--- config.mk ---
export PLATFORM = sky130hd
export DESIGN_NAME = grid_word_search_top
export DESIGN_NICKNAME = d
export VERILOG_FILES = /design/src/rtl/gws_pkg.sv /design/src/rtl/gws_lane.sv /design/src/rtl/gws_merge.sv /design/src/rtl/grid_word_search_top.sv
export SDC_FILE = /design/constraint.sdc
export NUM_CORES = 2
export LEC_CHECK = 0
export BUFFER_PORTS_ARGS = -buffer_cell sky130_fd_sc_hd__buf_2
export CAP_MARGIN = 30
export CORE_MARGIN = 3
export CORE_UTILIZATION = 35
export CTS_CLUSTER_SIZE = 30
export DETAILED_ROUTE_END_ITERATION = 6
export GPL_TIMING_DRIVEN = 1
export SLEW_MARGIN = 25
export SYNTH_ARGS = -nofsm -noshare
export SYNTH_HDL_FRONTEND = slang
export SYNTH_SLANG_ARGS = --single-unit
--- constraint.sdc ---
create_clock -name i_clk -period 3.82 [get_ports i_clk]
set_input_delay 0.191 -clock i_clk [delete_from_list [all_inputs] [get_ports i_clk]]
set_output_delay 0.191 -clock i_clk [all_outputs]
set_load 0.05 [all_outputs]
--- src/rtl/gws_pkg.sv ---
// ----------------------------------------------------------------------------
// gws_pkg
// Shared types and constants for the grid word search block.
// ----------------------------------------------------------------------------
`default_nettype none

package gws_pkg;

    localparam int ROW_W  = 3;
    localparam int CHAR_W = 8;
    localparam int PAT_W  = 64;
    localparam int LEN_W  = 4;

    localparam logic KIND_WRITE = 1'b0;
    localparam logic KIND_QUERY = 1'b1;

    typedef logic [CHAR_W-1:0] t_byte;

    typedef struct packed {
        logic row_hit;
        logic col_hit;
    } t_lane_hit;

endpackage

`default_nettype wire

--- src/rtl/gws_lane.sv ---
// ----------------------------------------------------------------------------
// gws_lane
// Matches the pattern at every start position of one row and one column.
// ----------------------------------------------------------------------------
`default_nettype none

module gws_lane #(
    parameter int GRID_SIZE = 8
) (
    input  gws_pkg::t_byte                 i_row_bytes [GRID_SIZE],
    input  gws_pkg::t_byte                 i_col_bytes [GRID_SIZE],
    input  logic [gws_pkg::PAT_W-1:0]      i_pattern_chars,
    input  logic [gws_pkg::LEN_W-1:0]      i_pattern_length,
    output gws_pkg::t_lane_hit             o_hit
);
    import gws_pkg::*;

    localparam logic [LEN_W:0] G_CNT = (LEN_W+1)'(GRID_SIZE);

    logic [GRID_SIZE-1:0] w_row_ok;
    logic [GRID_SIZE-1:0] w_col_ok;

    always_comb begin
        for (int s = 0; s < GRID_SIZE; s++) begin
            w_row_ok[s] = ({1'b0, i_pattern_length} + (LEN_W+1)'(s)) <= G_CNT;
            w_col_ok[s] = w_row_ok[s];
            for (int k = 0; k < GRID_SIZE; k++) begin
                if (s + k < GRID_SIZE) begin
                    if (LEN_W'(k) < i_pattern_length) begin
                        if (i_row_bytes[s+k] != i_pattern_chars[8*k +: CHAR_W]) begin
                            w_row_ok[s] = 1'b0;
                        end
                        if (i_col_bytes[s+k] != i_pattern_chars[8*k +: CHAR_W]) begin
                            w_col_ok[s] = 1'b0;
                        end
                    end
                end
            end
        end
    end

    assign o_hit.row_hit = |w_row_ok;
    assign o_hit.col_hit = |w_col_ok;

endmodule

`default_nettype wire

--- src/rtl/gws_merge.sv ---
// ----------------------------------------------------------------------------
// gws_merge
// Combines the registered lane hits into one found flag.
// ----------------------------------------------------------------------------
`default_nettype none

module gws_merge #(
    parameter int GRID_SIZE = 8
) (
    input  gws_pkg::t_lane_hit i_hits [GRID_SIZE],
    input  logic               i_query,
    output logic               o_found
);
    import gws_pkg::*;

    logic w_any;

    always_comb begin
        w_any = 1'b0;
        for (int l = 0; l < GRID_SIZE; l++) begin
            w_any = w_any | i_hits[l].row_hit | i_hits[l].col_hit;
        end
    end

    assign o_found = i_query & w_any;

endmodule

`default_nettype wire

--- src/rtl/grid_word_search_top.sv ---
// ----------------------------------------------------------------------------
// grid_word_search_top
// Byte grid with row and column pattern search; one lane per row and column pair.
// ----------------------------------------------------------------------------
// An accepted beat is registered as lane hits in stage 1, then as a found flag in the output.
// Throughput: one beat per cycle unless stalled; lanes compare every start position at once.
// A write is visible to a query accepted in the next cycle.
// Reset clears the grid to zero and empties both pipeline stages.
`default_nettype none

module grid_word_search_top #(
    parameter int GRID_SIZE = 8
) (
    input  logic                          i_clk,
    input  logic                          i_rst_n,
    input  logic                          i_in_valid,
    output logic                          o_in_stall,
    input  logic                          i_kind,
    input  logic [gws_pkg::ROW_W-1:0]     i_row,
    input  logic [gws_pkg::ROW_W-1:0]     i_col,
    input  logic [gws_pkg::CHAR_W-1:0]    i_cell_char,
    input  logic [gws_pkg::PAT_W-1:0]     i_pattern_chars,
    input  logic [gws_pkg::LEN_W-1:0]     i_pattern_length,
    output logic                          o_out_valid,
    input  logic                          i_out_stall,
    output logic                          o_found
);
    import gws_pkg::*;

    localparam logic [LEN_W-1:0] G_LEN = LEN_W'(GRID_SIZE);

    t_byte     r_grid [GRID_SIZE][GRID_SIZE];
    t_byte     w_rows [GRID_SIZE][GRID_SIZE];
    t_byte     w_cols [GRID_SIZE][GRID_SIZE];
    t_lane_hit w_hits [GRID_SIZE];
    t_lane_hit r_s1_hits [GRID_SIZE];
    logic      r_s1_valid;
    logic      r_s1_query;
    logic      r_out_valid;
    logic      r_found;
    logic      w_found;
    logic      w_s1_move;
    logic      w_in_acc;
    logic      w_s1_any;

    assign w_s1_move  = r_s1_valid & (~r_out_valid | ~i_out_stall);
    assign o_in_stall = r_s1_valid & ~w_s1_move;
    assign w_in_acc   = i_in_valid & ~o_in_stall;

    always_comb begin
        for (int a = 0; a < GRID_SIZE; a++) begin
            for (int b = 0; b < GRID_SIZE; b++) begin
                w_rows[a][b] = r_grid[a][b];
                w_cols[a][b] = r_grid[b][a];
            end
        end
    end

    for (genvar g = 0; g < GRID_SIZE; g++) begin : g_lane
        gws_lane #(
            .GRID_SIZE (GRID_SIZE)
        ) u_lane (
            .i_row_bytes      (w_rows[g]),
            .i_col_bytes      (w_cols[g]),
            .i_pattern_chars  (i_pattern_chars),
            .i_pattern_length (i_pattern_length),
            .o_hit            (w_hits[g])
        );
    end

    always_ff @(posedge i_clk) begin
        if (!i_rst_n) begin
            for (int r = 0; r < GRID_SIZE; r++) begin
                for (int c = 0; c < GRID_SIZE; c++) begin
                    r_grid[r][c] <= '0;
                end
            end
        end else if (w_in_acc && i_kind == KIND_WRITE) begin
            for (int r = 0; r < GRID_SIZE; r++) begin
                for (int c = 0; c < GRID_SIZE; c++) begin
                    if (i_row == ROW_W'(r) && i_col == ROW_W'(c)) begin
                        r_grid[r][c] <= i_cell_char;
                    end
                end
            end
        end
    end

    always_ff @(posedge i_clk) begin
        if (!i_rst_n) begin
            r_s1_valid <= 1'b0;
        end else if (w_in_acc) begin
            r_s1_valid <= 1'b1;
        end else if (w_s1_move) begin
            r_s1_valid <= 1'b0;
        end
    end

    always_ff @(posedge i_clk) begin
        if (w_in_acc) begin
            r_s1_query <= (i_kind == KIND_QUERY);
            r_s1_hits  <= w_hits;
        end
    end

    gws_merge #(
        .GRID_SIZE (GRID_SIZE)
    ) u_merge (
        .i_hits  (r_s1_hits),
        .i_query (r_s1_query),
        .o_found (w_found)
    );

    always_ff @(posedge i_clk) begin
        if (!i_rst_n) begin
            r_out_valid <= 1'b0;
        end else if (w_s1_move) begin
            r_out_valid <= 1'b1;
        end else if (!i_out_stall) begin
            r_out_valid <= 1'b0;
        end
    end

    always_ff @(posedge i_clk) begin
        if (w_s1_move) begin
            r_found <= w_found;
        end
    end

    assign o_out_valid = r_out_valid;
    assign o_found     = r_found;

    always_comb begin
        w_s1_any = 1'b0;
        for (int l = 0; l < GRID_SIZE; l++) begin
            w_s1_any = w_s1_any | r_s1_hits[l].row_hit | r_s1_hits[l].col_hit;
        end
    end

    a_empty_hits: assert property (@(posedge i_clk) disable iff (!i_rst_n)
        (w_in_acc && i_kind == KIND_QUERY && i_pattern_length == '0) |=> w_s1_any)
        else $error("empty pattern produced no lane hit");

    a_long_miss: assert property (@(posedge i_clk) disable iff (!i_rst_n)
        (w_in_acc && i_kind == KIND_QUERY && i_pattern_length > G_LEN) |=> !w_s1_any)
        else $error("over-long pattern produced a lane hit");

    a_move_fills_out: assert property (@(posedge i_clk) disable iff (!i_rst_n)
        w_s1_move |=> r_out_valid)
        else $error("stage beat lost on its way to the output");

    a_write_zero: assert property (@(posedge i_clk) disable iff (!i_rst_n)
        (w_s1_move && !r_s1_query) |=> !r_found)
        else $error("write beat reported found");

    a_no_overwrite: assert property (@(posedge i_clk) disable iff (!i_rst_n)
        (r_out_valid && i_out_stall) |-> !w_s1_move)
        else $error("held output overwritten");

endmodule

`default_nettype wire
# == Yosys cells after proc, flatten, opt, wreduce, memory -nomap -nowiden ==
# Memory sizes are Yosys's and may differ from the RTL's.
# Index checks and enable logic that the tools add are counted.
# totals
word_cells,2065
n_memories,1
mem_bits_rw,512
inputBits,87
regBits,20
out_inout_bits,3
# mem_list
name,depth,word_bits,read_ports,rd_ports_with_merged_regs,wr,line,rtl
r_grid,8,64,8,0,8,grid_word_search_top.sv:32,t_byte r_grid [GRID_SIZE][GRID_SIZE];
# op_classes
reduce_logical,84
bitwise_logic,89
n_eq_ne,387
add_sub_neg,7
n_lt_le_gt_ge,16
muxes,1461
# ops
op,n
$ne 8x8->1,372
$mux 1,1397
$mux 8,64
$reduce_or 8->1,16
$or 1x1->1,80
$logic_and 1x1->1,65
$le 5x4->1 const B,7
$eq 3x3->1 const B,8
$add 4x3->5 const B,4
$lt 3x4->1 const A,4
$eq 3x2->1 const B,4
$add 4x2->5 const B,2
$lt 1x4->1 const A,2
$lt 2x4->1 const A,2
$eq 3x1->1 const B,2
$logic_not 3->1,2
$add 4x1->5 const B,1
$not 1->1,5
$and 1x1->1,4
$le 4x4->1 const B,1
$ne 2x1->1 const B,1
$reduce_bool 2->1,1

# == Longest topological paths before layout ==
# An unclocked memory read counts as a cell.
# logic_depth
depth_word,19
depth_mapped,11
mapped_depth_nobuf,7

# == Cells and area by module ==
# A second synthesis with hierarchy kept.
# unflattened
hier_cells,8904
hier_area_um2,76557.2
# by_module_without_submodules
mod,area_each_um2,cells_each,instances,seq_area_each_um2
gws_lane,7220.7,987,8,0.0
grid_word_search_top,18754.2,1002,1,15955.3
gws_merge,37.5,6,1,0.0

# == Least setup slack after synthesis ==
# OpenSTA, ideal clock, no wires.
# synth_timing
path_type,register to register
from,register r_out_valid (netlist: o_out_valid)
to,"memory r_grid[0][0] (netlist bit), data pin"
path_stages_with_launch,9
setup_ns,0.359
arrival_time_ns,2.705
slack_ns,0.756
n_path_buf,1
required_ns,3.461
synth_period_minus_slack_ns,3.064
path_cell_list,dfxtp_1 > nand3_1 > nand3b_1 > or4_1 > clkbuf_1 > o21ai_0 > o21ai_0 > a2bb2oi_1 > nor2b_1
# synth_rtl
item,line,rtl
start: declaration,grid_word_search_top.sv:39,logic r_out_valid;
start signal: assignment,grid_word_search_top.sv:116,r_out_valid <= 1'b0;
start signal: assignment,grid_word_search_top.sv:118,r_out_valid <= 1'b1;
start signal: assignment,grid_word_search_top.sv:120,r_out_valid <= 1'b0;
end: declaration,grid_word_search_top.sv:32,

==> metrics.yaml <==
outcome:
  status: "finished, violations left"
  violations: "DRC, setup timing"
global_routing:
  grt_pass1_vias: 50300
  grt_max_degree: 39
  grt_pass1_wl_mm: 413
  antenna_found_initial: 33
  grt_use_total: 0.346
  grt-ovfl-total: 0
clock_tree:
  path_clk_slew_ns: 0.07
  cts.sinks: 532
  cts_buffer_depth: 3
  cts_max_level: 3
  cts_setup_buffers: 0
  root_buffer: "clkbuf_16"
  numCtsBuffers: 66
  clk-insertion-delay-late_ns: 0.71
  tritoncts: "yes"
finish:
  layout.cells.non_filler: 8233
  multiInputGateArea_um2: 37400
  fill_cells: 16000
  drive_above_1_share: 0.107
  ff_latch_area_um2: 16000
  area.growth.synth_to_final_pct: 9.59
  stdcell_area_um2: 62800
  fin_nets: 6090
synth:
  synth_edf_count: 530
  yosys.area.top_type_share: 0.291
  ys_ff_latch: 532
  ys.flop_type: "edfxtp_1"
  avgSynthCellArea_um2: 9.13
  netlist_area_um2: 57300
  synthTopCellsByArea: "xnor2_1 29%, edfxtp_1 28%, xor2_1 16%, nand4_1 5.7%, nor4_1 3.3%"
  yosysTopAreaCell: "xnor2_1"
  yosysMostFrequentCell: "xnor2_1"
  synthDistinctLibCells: 67
  synth.yosys.seq_area_share: 0.279
  yosys_warnings: 0
  synthArstFlopShare: 0
  synth_nets: 6360
  synth_cells: 6273
  ys_top_cells_by_count: "1902 x xnor2_1, 1074 x xor2_1, 530 x edfxtp_1"
min_path:
  hold_class: "input pin to flop"
die:
  core_area_um2: 161000
  die_h_um: 411
  start_util: 0.355
  die-area_um2: 169000
  io_pins: 90
  rows: 147
  die_x_um: 411
timing:
  setup_viol: 1
  slew_violations: 0
  hold_viol: 0
  whs_ns: 0.124
  clock_skew_ns: 0.0520
  slew_headroom: 0.149
  rsz0062_at_grt: "no"
  tightestPinTransition_ns: 1.27
  min_period_ns: 3.84
  finalCritPeriodShare: 1.01
  max_freq_mhz: 260
  setup_ws_ns: -0.0224
route:
  ant_nets: 0
  vias_per_cell: 6.46
  dr.pass1.iters: 7
  route.detailed.drc: 18
  wl_mm: 303
  wl_per_cell_um: 36.8
  drt-initial-drc-count: 9350
  num_vias: 53200
placed_design:
  dpl.cell_count: 8087
  placed_cell_area_um2: 60500
  gp_congestion: 1.10
  hpwl_mm: 210
  port_buffers: 89
worst_setup_path:
  crit_fanout: 6
  arrival_ns: 4.39
  crit_path_start_kind: "flop"
  cp_data_required_time_ns: 4.37
  endpoint_kind: "flop"
  critPathKind: "flop to flop"
power_and_ir_drop:
  p_leak_nw: 19.6
  power.total_mw: 20.8
  ir_drop_mv: 0.279
  power_density_nw_per_um2: 331
job:
  drv_cap: 0
## worst paths after layout
path / slack [ns] / endpoint / cells past startpoint / from
setup / recovery: -0.02 / r_s1_hits[6] / 7 / r_grid[1][90]
hold / removal: 0.12 / r_grid[0][142] / 2 / i_cell_char[6]
setup reg to reg: -0.02 / r_s1_hits[6] / 7 / r_grid[1][90]
hold reg to reg: 0.54 / o_out_valid / 2 / r_s1_valid
## critical path: stages, from the launching register on
cell and delay [ns]:
edfxtp_1 0.58, xnor2_1 0.24, nand4_1 0.13, o21ai_0 0.75
nand4_1 0.62, nor4_1 1.10, nor4_1 0.12, o211ai_1 0.13
## state kept, by name, indices dropped and copies added, names as in the netlist
signal / count
o_found: 1
o_out_valid: 1
r_grid: 512
r_s1_hits: 16
r_s1_query: 1
r_s1_valid: 1
## cells in the final DEF (no fill, tap or decap), drive strengths merged, types with 107 or more instances in the layout
cell	netlist	final
xnor2	1902	1902
xor2	1074	1074
edfxtp	530	530
nand4	520	520
buf	593	505
nor4	302	302
o21ai	283	283
and2	259	259
a21oi	142	142
nor2	107	107
## layout make-up
| class | count | area share |
|---|---|---|
| clock buffers | 79 | 0.0271 |
| multi-input cells | 4882 | 0.595 |
| repair buffers | 512 | 0.0718 |
| clock inverters | 36 | 0.00692 |
| diodes | 23 | 0.000917 |
| well taps | 2160 | 0.0431 |
| inverters | 9 | 0.000538 |
| flip-flops and latches | 532 | 0.254 |
## what timing repair did
action,CTS,global route
hold buffers,4,0
gates resized for setup,0,0
endpoints found under the hold margin,4,0
## power by group
part	leakage (nW)	switching [mW]	internal (mW)	total (mW)
combinational	13.5	3.84	2.57	6.41
clock	1.02	2.87	3.51	6.39
sequential	5.08	1.12	6.87	7.99
## layer usage
layer / routed length (um) / global-route usage / vias to the layer above
met3: 48600 / 0.147 / 1634
met4: 27400 / 0.246 / 24
met1: 108000 / 0.430 / 25900
li1: - / - / 20500
met5: 391 / 0.00603 / -
met2: 118000 / 0.478 / 5149
## logic make-up after synthesis
logic type      after synthesis  share of synthesized area
compound gates              505                     0.0481
xor+xnor                   2976                      0.455
buf+inv                     859                     0.0726
flops                       532                      0.279
simple gates               1401                      0.146
## stage by stage
stage,utilization,setup slack (ns),TNS (ns)
floorplan,-,0.756,0
global placement,0.374,-0.0522,-0.0522
detailed placement,0.375,-0.0456,-0.0456
CTS,0.388,0.302,0
global route,0.388,0.217,0
finish,0.389,-0.0224,-0.0224
(Power assumes the default switching activity.)
